--- src/hw/rtl/iamd_pkg.sv ---
// ----------------------------------------------------------------------------
// iamd_pkg
// Shared types and constants of the input action mapper with deadzone.
// ----------------------------------------------------------------------------
package iamd_pkg;

	localparam int LVL_W           = 16;  // level and deadzone width, Q0.16
	localparam int IDX_PORT_W      = 4;   // width of the input index field
	localparam int MASK_W          = 16;  // width of a binding mask
	localparam int MAX_ACT         = 4;   // action slots on the result ports
	localparam int ACT_W           = 2;   // action counter width
	localparam int CFG_IDX_W       = 3;   // register index width
	localparam int NUM_INPUTS_DEF  = 16;
	localparam int NUM_ACTIONS_DEF = 4;
	localparam int DIV_STEPS       = LVL_W;
	localparam int DIV_CNT_W       = $clog2(DIV_STEPS);

	localparam logic [LVL_W-1:0] FULL_LEVEL = {LVL_W{1'b1}};

	// register indexes
	localparam logic [CFG_IDX_W-1:0] REG_MASK_A0 = 3'd0;
	localparam logic [CFG_IDX_W-1:0] REG_DZ_A0   = 3'd4;

	// edge codes
	typedef enum logic [1:0] {
		EDGE_NONE = 2'd0,
		EDGE_ON   = 2'd1,
		EDGE_OFF  = 2'd2
	} edge_t;

	typedef enum logic [2:0] {
		ST_IDLE,
		ST_INPUT,
		ST_ACT,
		ST_SCAN,
		ST_DZ,
		ST_DIV,
		ST_EDGE,
		ST_DONE
	} iamd_state_t;

	function automatic edge_t edge_code(input logic [LVL_W-1:0] prev,
			input logic [LVL_W-1:0] now);
		edge_t e;
		e = EDGE_NONE;
		if (now != '0 && prev == '0) begin
			e = EDGE_ON;
		end else if (now == '0 && prev != '0) begin
			e = EDGE_OFF;
		end
		return e;
	endfunction

endpackage

--- src/hw/rtl/input_action_mapper_deadzone.sv ---
// ----------------------------------------------------------------------------
// input_action_mapper_deadzone
// Maps physical input levels onto up to four actions, each with the maximum
// of its bound inputs rescaled through a per-action deadzone.
// ----------------------------------------------------------------------------
//
// channel   direction  handshake            payload
// input     in         start & !busy        input_index, new_level
// result    out        done (one cycle)     input_edge, edge_a0..3, level_a0..3
// config    in         cfg_we               cfg_index, cfg_wdata
//
// The result is taken after the input step, an action step for each action,
// and for each bound action a rescan of the bound inputs when its level does
// not rise past the held raw level, the deadzone step, the restoring divider
// of the deadzone rescale when it runs, and the edge step; the next
// transaction can be accepted in the cycle after the result. The shared
// divider and the single read port of the input level registers set this
// timing.
// Reset clears all levels, masks and deadzones at once.
// The result is shown for exactly one cycle with done; the receiver cannot stall.
//
module input_action_mapper_deadzone #(
	parameter int NUM_INPUTS  = iamd_pkg::NUM_INPUTS_DEF,
	parameter int NUM_ACTIONS = iamd_pkg::NUM_ACTIONS_DEF
) (
	input  logic                              clk,
	input  logic                              arst_n,
	input  logic                              start,
	output logic                              busy,
	input  logic [iamd_pkg::IDX_PORT_W-1:0]   input_index,
	input  logic [iamd_pkg::LVL_W-1:0]        new_level,
	output logic                              done,
	output logic [1:0]                        input_edge,
	output logic [1:0]                        edge_a0,
	output logic [1:0]                        edge_a1,
	output logic [1:0]                        edge_a2,
	output logic [1:0]                        edge_a3,
	output logic [iamd_pkg::LVL_W-1:0]        level_a0,
	output logic [iamd_pkg::LVL_W-1:0]        level_a1,
	output logic [iamd_pkg::LVL_W-1:0]        level_a2,
	output logic [iamd_pkg::LVL_W-1:0]        level_a3,
	input  logic                              cfg_we,
	input  logic [iamd_pkg::CFG_IDX_W-1:0]    cfg_index,
	input  logic [iamd_pkg::LVL_W-1:0]        cfg_wdata
);
	import iamd_pkg::*;

	// only the first sixteen inputs can be addressed or bound
	localparam int N_IN  = (NUM_INPUTS < MASK_W) ? NUM_INPUTS : MASK_W;
	localparam int IDX_W = (N_IN > 1) ? $clog2(N_IN) : 1;

	iamd_state_t state_q, state_d;

	logic [MASK_W-1:0]    mask_q    [MAX_ACT];
	logic [LVL_W-1:0]     dz_q      [MAX_ACT];
	logic [LVL_W-1:0]     in_lvl_q  [N_IN];
	logic [LVL_W-1:0]     raw_q     [MAX_ACT];
	logic [LVL_W-1:0]     out_lvl_q [MAX_ACT];
	edge_t                act_edge_q[MAX_ACT];
	edge_t                in_edge_q;

	logic [IDX_PORT_W-1:0] idx_q;
	logic [LVL_W-1:0]      lvl_q;
	logic [ACT_W-1:0]      act_q;
	logic [IDX_W-1:0]      scan_q;
	logic [LVL_W-1:0]      raw_cur_q;

	// divider payload
	logic [LVL_W-1:0]     rem_q;
	logic [LVL_W-1:0]     num_lo_q;
	logic [LVL_W-1:0]     div_q;
	logic [LVL_W-1:0]     quo_q;
	logic [DIV_CNT_W-1:0] cnt_q;

	logic                 idx_ok;
	logic [IDX_W-1:0]     rd_addr;
	logic [LVL_W-1:0]     rd_lvl;
	logic                 act_bound;
	logic                 act_last;
	logic                 scan_last;
	logic                 dz_zero;
	logic [LVL_W-1:0]     dz_diff;
	logic [2*LVL_W-1:0]   dz_num;
	logic [LVL_W:0]       div_shift;
	logic [LVL_W:0]       div_trial;
	logic                 div_take;

	assign idx_ok    = ({1'b0, idx_q} < (IDX_PORT_W+1)'(N_IN));
	assign rd_addr   = (state_q == ST_INPUT) ? idx_q[IDX_W-1:0] : scan_q;
	assign rd_lvl    = in_lvl_q[rd_addr];
	assign act_bound = mask_q[act_q][idx_q];
	assign act_last  = (act_q == ACT_W'(NUM_ACTIONS-1));
	assign scan_last = (scan_q == IDX_W'(N_IN-1));
	assign dz_zero   = (dz_q[act_q] == FULL_LEVEL) || (raw_cur_q < dz_q[act_q]);
	assign dz_diff   = raw_cur_q - dz_q[act_q];
	// (raw - dz) * FULL as a shift and subtract
	assign dz_num    = {dz_diff, {LVL_W{1'b0}}} - {{LVL_W{1'b0}}, dz_diff};
	assign div_shift = {rem_q, num_lo_q[LVL_W-1]};
	assign div_trial = div_shift - {1'b0, div_q};
	assign div_take  = !div_trial[LVL_W];

	assign busy = (state_q != ST_IDLE);
	assign done = (state_q == ST_DONE);

	always_ff @(posedge clk or negedge arst_n) begin
		if (!arst_n) begin
			state_q <= ST_IDLE;
		end else begin
			state_q <= state_d;
		end
	end

	always_comb begin
		state_d = state_q;
		unique case (state_q)
			ST_IDLE: begin
				if (start) begin
					state_d = ST_INPUT;
				end
			end
			ST_INPUT: begin
				state_d = idx_ok ? ST_ACT : ST_DONE;
			end
			ST_ACT: begin
				if (!act_bound) begin
					state_d = act_last ? ST_DONE : ST_ACT;
				end else if (lvl_q > raw_q[act_q]) begin
					state_d = ST_DZ;
				end else begin
					state_d = ST_SCAN;
				end
			end
			ST_SCAN: begin
				if (scan_last) begin
					state_d = ST_DZ;
				end
			end
			ST_DZ: begin
				state_d = dz_zero ? ST_EDGE : ST_DIV;
			end
			ST_DIV: begin
				if (cnt_q == DIV_CNT_W'(DIV_STEPS-1)) begin
					state_d = ST_EDGE;
				end
			end
			ST_EDGE: begin
				state_d = act_last ? ST_DONE : ST_ACT;
			end
			ST_DONE: begin
				state_d = ST_IDLE;
			end
			default: begin
				state_d = ST_IDLE;
			end
		endcase
	end

	// architectural state and control counters
	always_ff @(posedge clk or negedge arst_n) begin
		if (!arst_n) begin
			for (int a = 0; a < MAX_ACT; a++) begin
				mask_q[a]     <= '0;
				dz_q[a]       <= '0;
				raw_q[a]      <= '0;
				out_lvl_q[a]  <= '0;
				act_edge_q[a] <= EDGE_NONE;
			end
			for (int i = 0; i < N_IN; i++) begin
				in_lvl_q[i] <= '0;
			end
			in_edge_q <= EDGE_NONE;
			act_q     <= '0;
			scan_q    <= '0;
		end else begin
			if (cfg_we) begin
				if (cfg_index < REG_DZ_A0) begin
					mask_q[cfg_index[ACT_W-1:0]] <= cfg_wdata;
				end else begin
					dz_q[cfg_index[ACT_W-1:0]] <= cfg_wdata;
				end
			end
			unique case (state_q)
				ST_IDLE: begin
					if (start) begin
						in_edge_q <= EDGE_NONE;
						act_q     <= '0;
						for (int a = 0; a < MAX_ACT; a++) begin
							act_edge_q[a] <= EDGE_NONE;
						end
					end
				end
				ST_INPUT: begin
					if (idx_ok) begin
						in_edge_q         <= edge_code(rd_lvl, lvl_q);
						in_lvl_q[rd_addr] <= lvl_q;
					end
				end
				ST_ACT: begin
					scan_q <= '0;
					if (!act_bound && !act_last) begin
						act_q <= act_q + 1'b1;
					end
				end
				ST_SCAN: begin
					scan_q <= scan_q + 1'b1;
				end
				ST_DZ: begin
					raw_q[act_q] <= raw_cur_q;
				end
				ST_EDGE: begin
					act_edge_q[act_q] <= edge_code(out_lvl_q[act_q], quo_q);
					out_lvl_q[act_q]  <= quo_q;
					if (!act_last) begin
						act_q <= act_q + 1'b1;
					end
				end
				default: begin
				end
			endcase
		end
	end

	// payload registers of the item, the running maximum and the divider
	always_ff @(posedge clk) begin
		case (state_q)
			ST_IDLE: begin
				if (start) begin
					idx_q <= input_index;
					lvl_q <= new_level;
				end
			end
			ST_ACT: begin
				raw_cur_q <= (lvl_q > raw_q[act_q]) ? lvl_q : '0;
			end
			ST_SCAN: begin
				if (mask_q[act_q][scan_q] && rd_lvl > raw_cur_q) begin
					raw_cur_q <= rd_lvl;
				end
			end
			ST_DZ: begin
				// quotient fits the level width since raw - dz <= FULL - dz
				rem_q    <= dz_num[2*LVL_W-1:LVL_W];
				num_lo_q <= dz_num[LVL_W-1:0];
				div_q    <= ~dz_q[act_q];
				quo_q    <= '0;
				cnt_q    <= '0;
			end
			ST_DIV: begin
				rem_q    <= div_take ? div_trial[LVL_W-1:0] : div_shift[LVL_W-1:0];
				num_lo_q <= {num_lo_q[LVL_W-2:0], 1'b0};
				quo_q    <= {quo_q[LVL_W-2:0], div_take};
				cnt_q    <= cnt_q + 1'b1;
			end
			default: begin
			end
		endcase
	end

	assign input_edge = in_edge_q;
	assign edge_a0    = (0 < NUM_ACTIONS) ? act_edge_q[0] : EDGE_NONE;
	assign edge_a1    = (1 < NUM_ACTIONS) ? act_edge_q[1] : EDGE_NONE;
	assign edge_a2    = (2 < NUM_ACTIONS) ? act_edge_q[2] : EDGE_NONE;
	assign edge_a3    = (3 < NUM_ACTIONS) ? act_edge_q[3] : EDGE_NONE;
	assign level_a0   = (0 < NUM_ACTIONS) ? out_lvl_q[0] : '0;
	assign level_a1   = (1 < NUM_ACTIONS) ? out_lvl_q[1] : '0;
	assign level_a2   = (2 < NUM_ACTIONS) ? out_lvl_q[2] : '0;
	assign level_a3   = (3 < NUM_ACTIONS) ? out_lvl_q[3] : '0;

	a_accept_busy: assert property (@(posedge clk) disable iff (!arst_n)
		start && !busy |=> busy)
		else $error("accepted transaction did not make the block busy");

	a_done_idle: assert property (@(posedge clk) disable iff (!arst_n)
		done |=> !busy)
		else $error("block stayed busy after the result");

	a_off_zero: assert property (@(posedge clk) disable iff (!arst_n)
		done && edge_a0 == EDGE_OFF |-> level_a0 == '0)
		else $error("action 0 deactivated with a nonzero level");

	a_on_nonzero: assert property (@(posedge clk) disable iff (!arst_n)
		done && edge_a0 == EDGE_ON |-> level_a0 != '0)
		else $error("action 0 activated with a zero level");

	a_scan_bound: assert property (@(posedge clk) disable iff (!arst_n)
		state_q == ST_SCAN |-> mask_q[act_q][idx_q])
		else $error("rescan of an action not bound to the input");

endmodule

--- config.mk ---
export PLATFORM = sky130hd
export DESIGN_NAME = input_action_mapper_deadzone
export DESIGN_NICKNAME = d
export VERILOG_FILES = /design/src/hw/rtl/iamd_pkg.sv /design/src/hw/rtl/input_action_mapper_deadzone.sv
export SDC_FILE = /design/constraint.sdc
export NUM_CORES = 1
export LEC_CHECK = 0
export ABC_AREA = 1
export BUFFER_PORTS_ARGS = -buffer_cell sky130_fd_sc_hd__buf_2
export CAP_MARGIN = 10
export CELL_PAD_IN_SITES_DETAIL_PLACEMENT = 1
export CELL_PAD_IN_SITES_GLOBAL_PLACEMENT = 1
export CORE_MARGIN = 4
export CORE_UTILIZATION = 40
export DETAILED_ROUTE_END_ITERATION = 10
export PLACE_DENSITY_LB_ADDON = 0.1
export SETUP_SLACK_MARGIN = 0.4
export SLEW_MARGIN = 5
export SYNTH_ARGS = -nofsm -noshare
export SYNTH_HDL_FRONTEND = slang
export SYNTH_SLANG_ARGS = --single-unit
--- constraint.sdc ---
create_clock -name clk -period 4.5 [get_ports clk]
set_input_delay 0.45 -clock clk [delete_from_list [all_inputs] [get_ports clk]]
set_output_delay 0.45 -clock clk [all_outputs]
set_load 0.005 [all_outputs]
## Yosys cells after proc, flatten, opt, wreduce, memory -nomap -nowiden

Cells that the tools add are included.

| cells by class | value |
|---|---|
| equality and inequality tests | 17 |
| $add $sub $neg | 6 |
| multiplexer cells | 63 |
| reductions and logical operators | 36 |
| magnitude comparators | 12 |
| bitwise operators | 5 |

Operators with widths:

| cell | number |
|---|---|
| 256-bit bitwise mux | 1 |
| 64-bit bitwise mux | 4 |
| 16-bit two-way mux | 16 |
| 16-bit binary-select mux with 2-bit select | 4 |
| 16-bit one-hot mux with 2 select lines | 4 |
| 16-bit binary-select mux with 4-bit select | 1 |
| 16-bit demux with 2-bit select | 2 |
| 16-bit demux with 4-bit select | 1 |
| 16-bit zero test | 4 |
| 16-bit nonzero test | 4 |
| 16-bit greater-than comparator | 2 |
| 32-bit by 16-bit subtractor with 32-bit output | 1 |
| 3-bit one-hot mux with 8 select lines | 1 |
| 2-bit two-way mux | 10 |
| 3-bit two-way mux | 6 |
| 17-bit by 16-bit subtractor with 17-bit output | 1 |
| 16-bit == test (second input constant) | 1 |
| 16-bit < comparator | 1 |
| 16-bit inverter | 1 |
| 4-bit one-hot mux with 2 select lines | 2 |
| 8-bit one-hot mux with 2 select lines | 1 |
| 16-bit subtractor | 1 |
| 3-bit == test (second input constant) | 4 |
| 2-bit != test (second input constant) | 6 |
| other kinds (32) | 60 |

| storage, ports and cells | value |
|---|---|
| input bits | 43 |
| register bits | 635 |
| output and inout port bits | 76 |

## Logic depth before layout (Yosys ltp)

| depth | value |
|---|---|
| depth after elaboration | 11 |
| mapped depth | 24 |

## Worst setup path after synthesis

Ideal clock, no wire load.

| timing | value |
|---|---|
| path type | reg-to-reg |
| start point | reg state_q[2] |
| end point | reg raw_cur_q[0], enable pin |
| data required time | 4.105 ns |
| clock period less this slack | 3.427 ns |
| setup time | 0.395 ns |
| path slack | 1.073 ns |
| cell stages (with the launch flop) | 18 |
| buffers on the path | 2 |
| arrival time | 3.032 ns |
| cells stage by stage | dfrtp_1 inv_4 nand3_4 buf_6 o21ai_2 inv_2 nor2_2 buf_4 nand2_1 nand2_1 nor2_1 ha_1 inv_1 o21bai_1 a221oi_1 o211ai_1 a21oi_1 o22ai_1 |

| between the ends | value |
|---|---|
| longest elaborated chain between the ends | 10 |
| elaborated cells between the ends (all ways) | 13 |
| those cells by class | order compare (1); eq/ne (4); mux (4); bitwise (1); reduce/logical (3) |

Ends and longest elaborated chain:

| element | line | RTL |
|---|---|---|
| from (decl) | input_action_mapper_deadzone.sv:52 | `iamd_state_t state_q, state_d;` |
| from (signal assigned) | input_action_mapper_deadzone.sv:109 | `state_q <= state_d;` |
| 3-bit by 1-bit == test with 1-bit output | input_action_mapper_deadzone.sv:89 | `assign rd_addr = (state_q == ST_INPUT) ? idx_q[IDX_W-1:0] : scan_q;` |
| 4-bit two-way mux | input_action_mapper_deadzone.sv:89 |  |
| 4-bit inverter with 5-bit output (not written as such) | input_action_mapper_deadzone.sv:90 | `assign rd_lvl = in_lvl_q[rd_addr];` |
| 16-bit binary-select mux with 4-bit select | input_action_mapper_deadzone.sv:90 |  |
| 16-bit two-way mux (not written as such) (2 in a row) | input_action_mapper_deadzone.sv:90 |  |
| 16-bit greater-than comparator | input_action_mapper_deadzone.sv:236 | `if (mask_q[act_q][scan_q] && rd_lvl > raw_cur_q) begin` |
| 1-bit logical AND | input_action_mapper_deadzone.sv:236 |  |
| 2-bit != test (no source line) | - |  |
| 2-bit AND reduction (no source line) * | - |  |
| to (signal assigned) | input_action_mapper_deadzone.sv:233 | `raw_cur_q <= (lvl_q > raw_q[act_q]) ? lvl_q : '0;` |
| to (signal assigned) | input_action_mapper_deadzone.sv:237 | `raw_cur_q <= rd_lvl;` |
| to (decl) | input_action_mapper_deadzone.sv:66 | `logic [LVL_W-1:0] raw_cur_q;` |

Mark *: on every way between the ends. The rest lies on a longest branch, timed or not. The select of a mux whose other input is x is not followed.
A chain may end at the register's enable or synchronous reset.

## Worst setup path in the final report

| timing | value |
|---|---|
| start point | reg state_q[2] |
| end point | reg raw_cur_q[7], enable pin |

Same word-level chain as after synthesis.

==> flow_summary.ini <==
[die]
dieArea_sq_um = 84160
core_area_sq_um = 78870
ios = 119
die_x_microns = 290.1
start_util = 0.4036
dieHeight_microns = 290.1
rows = 103

[worst_setup_path]
crit_chain = inv_4 > nand3_4 > nand2_8 > nand2_4 > buf_12 > nand2_1 > nand2_1 > nand2_1 > nand2_1 > nand2_1 > nand2_1 > nor2_1 > ha_1 > nand2_1 > inv_1 > a221oi_1 > o211ai_1 > a21oi_1 > o22ai_1 > buf_4
slowest_delay_ps = 460
cp_max_fo = 81
cp.arrival_ps = 4280
cp-end-kind = flip-flop
cp.required_ps = 4860
reg2regPathDepth = 20
crit_top_cell = nand2_1
path_class = flip-flop to flip-flop
ff2ff_setup_slack_ps = 570
worstReg2RegStart = state_q[2]
timing.rr.end = raw_cur_q[7]
cp_slowest_cell = dfrtp_1
crit_path_start_kind = flip-flop

[detailed_routing]
antenna_left = 0
firstDrtPassIters = 5
dr_total_vias = 27090
drc = 0
wl_microns = 104400
detail_route.wl_per_cell_microns = 19.90
drtIter0Drc = 1803
post_drt_via_cell_ratio = 5.165

[place]
gp_congestion = 0.8583
port_buffers = 118
placed_area_sq_um = 33520
dp_hpwl_microns = 69840

[cells_and_area]
nets = 4250
nFillCells = 9604
syn_to_final_growth_pct = 13.86
final_util = 0.4595
multi_input_area_sq_um = 13050
seq_area_sq_um = 16410
fin_area_sq_um = 36240
drive_gt1_frac = 0.08824

[clock_tree]
cts_buffer_depth = 3
cts.clk_slew.worst_paths_ps = 60
clkLatencyLatePin_ps = 630
clkSinkCount = 635
root_buffer = clkbuf_16
htreeDepth = 3
cts_made_buffers = 75
cts_tree = yes

[synthesis]
synth_top_area_share = 0.4174
ys_top_cells_by_area = dfrtp_1 42%, nand2_1 18%, o21ai_0 10%, edfxtp_1 9.8%, inv_1 4.6%
synth_edf_count = 104
synth_nets = 4165
synth.most_common_cell = nand2_1
ys_warn_count = 0
synth.distinct_cells = 51
synth.avg_cell_area_sq_um = 7.864
ys_top_cells_by_count = 1,525 x nand2_1, 633 x o21ai_0, 531 x dfrtp_1
ys_async_sr_fraction = 0.8362
synth_top_area_cell = dfrtp_1
synth_flop_cell = dfrtp_1
ys_ff_latch = 635
netlist_area_sq_um = 31830
synth_seq_area_share = 0.5155
synth_cells = 4048

[pwr]
p_leak_uw = 0.01766
powerDensity_nw_per_um2 = 767.1
peakVddDrop_v = 0.0005211

[global_routing]
grt_pass1_vias = 27570
grt_pass1_wl_microns = 163800
grt_max_degree = 115
grt_usage = 0.2458
antenna_found_initial = 4
overflow = 0

[timing]
slew_headroom = 0.1978
rsz0062_at_grt = no
max_freq_mhz = 254.7
hold_viol_final = 0
period_share = 0.8725
slew_violations = 0
fin_tns_setup_ps = 0
setup_viol = 0
fin_crit_ps = 3926
fin_skew_ps = 23.97
worstMarginPinSlew_ps = 1200

[worst_hold_path]
hold_path.startpoint = new_level[9]
hold_depth = 1
hold_path_end = lvl_q[9]
hold_class = primary input to flip-flop

[job]
drv_cap = 0

[status]
status = complete, no violations
-- registers in the layout, summed over array words and instances (netlist names), 3 cells and up --
register / cells
level_a0: 16
div_q: 16
level_a1: 16
dz_q: 64
quo_q: 16
scan_q: 4
lvl_q: 16
in_lvl_q: 256
raw_q: 64
raw_cur_q: 16
idx_q: 4
rem_q: 16
cnt_q: 4
num_lo_q: 16
mask_q: 64
level_a3: 16
state_q: 3
level_a2: 16
-- cells by family (layout without fill, tap and decap cells) --
logic type,count (synthesis),in the layout,share of synthesized area
simple gates,1893,1894,0.2366
xor+xnor,19,19,0.005464
buf+inv,612,756,0.07763
fa+ha+maj,74,74,0.02956
flops,635,635,0.5155
other cells,0,2,0
compound gates,815,815,0.1352
-- stage by stage --
stage,total power (uW),worst slack [ps],std cells,hold slack (ps)
6_report,27800,573.7,5245,42.33
5_1_grt,30230,386.9,5243,0.9721
4_1_cts,27930,401.4,5233,1.849
3_5_place_dp,21770,342.5,5080,467.8
3_3_place_gp,21470,392.3,5080,458.2
2_1_floorplan,17440,1073,4048,154.4
-- area by class of cell --
class,instances,area share
clock inverter,37,0.008423
multi-input combinational,2802,0.3601
timing repair buffer,219,0.04284
sequential,635,0.4529
antenna,2,0.0001381
tap,1050,0.03625
inverter,400,0.04194
clock buffer,100,0.05741
-- placed cells by master, fill, tap and decap left out, types with 75 or more instances in the layout --
cell       instances
a21oi_1           85
buf_2            117
clkbuf_16         75
dfrtp_1          530
edfxtp_1         104
inv_1            389
nand2_1         1524
nand3_1           92
nor2_1           169
o21ai_0          633
-- worst max-delay path by stage --
stage,from,endpoint,slack (ps),cells past startpoint
6_report,state_q[2],raw_cur_q[7],570,20
3_3_place_gp,idx_q[0],raw_cur_q[0],390,18
2_1_floorplan,state_q[2],raw_cur_q[0],1070,17
3_5_place_dp,idx_q[0],raw_cur_q[0],340,19
5_1_grt,state_q[1],raw_cur_q[2],390,21
4_1_cts,state_q[1],raw_cur_q[7],400,20
-- what timing repair did --
item	in CTS	in global routing
hold buffers	15	0
gates cloned	0	1
resized for setup	2	20
setup buffers	1	8
pin swaps	0	4
endpoints found under the hold margin	76	0
setup endpoints to repair	16	42
-- report_power, final --
part,internal [uW],switching (uW),leakage (uW)
logic,4180,8660,0.00855
registers,7890,1090,0.00792
clock network,3440,2540,0.00119
total,15500,12300,0.0177
-- critical path, delay by kind of cell, from the launching register on --
kind	cells	cell delay, ps
AO/OA/AOI/OAI	4	770
adder cells (fa/ha/maj)	1	300
flip-flops	1	460
buffers and inverters	4	650
AND/OR/NAND/NOR	11	1400
-- per-layer routing --
| metal | GRT usage | vias up | part of all wire |
|---|---|---|---|
| met3 | 0.03146 | 165 | 0.030 |
| met5 | 0 | - | 0 |
| li1 | - | 13150 | - |
| met2 | 0.4255 | 384 | 0.49 |
| met4 | 0.07641 | 0 | 0.033 |
| met1 | 0.3221 | 13400 | 0.45 |
No activity file was read; power rests on OpenSTA's default activity.
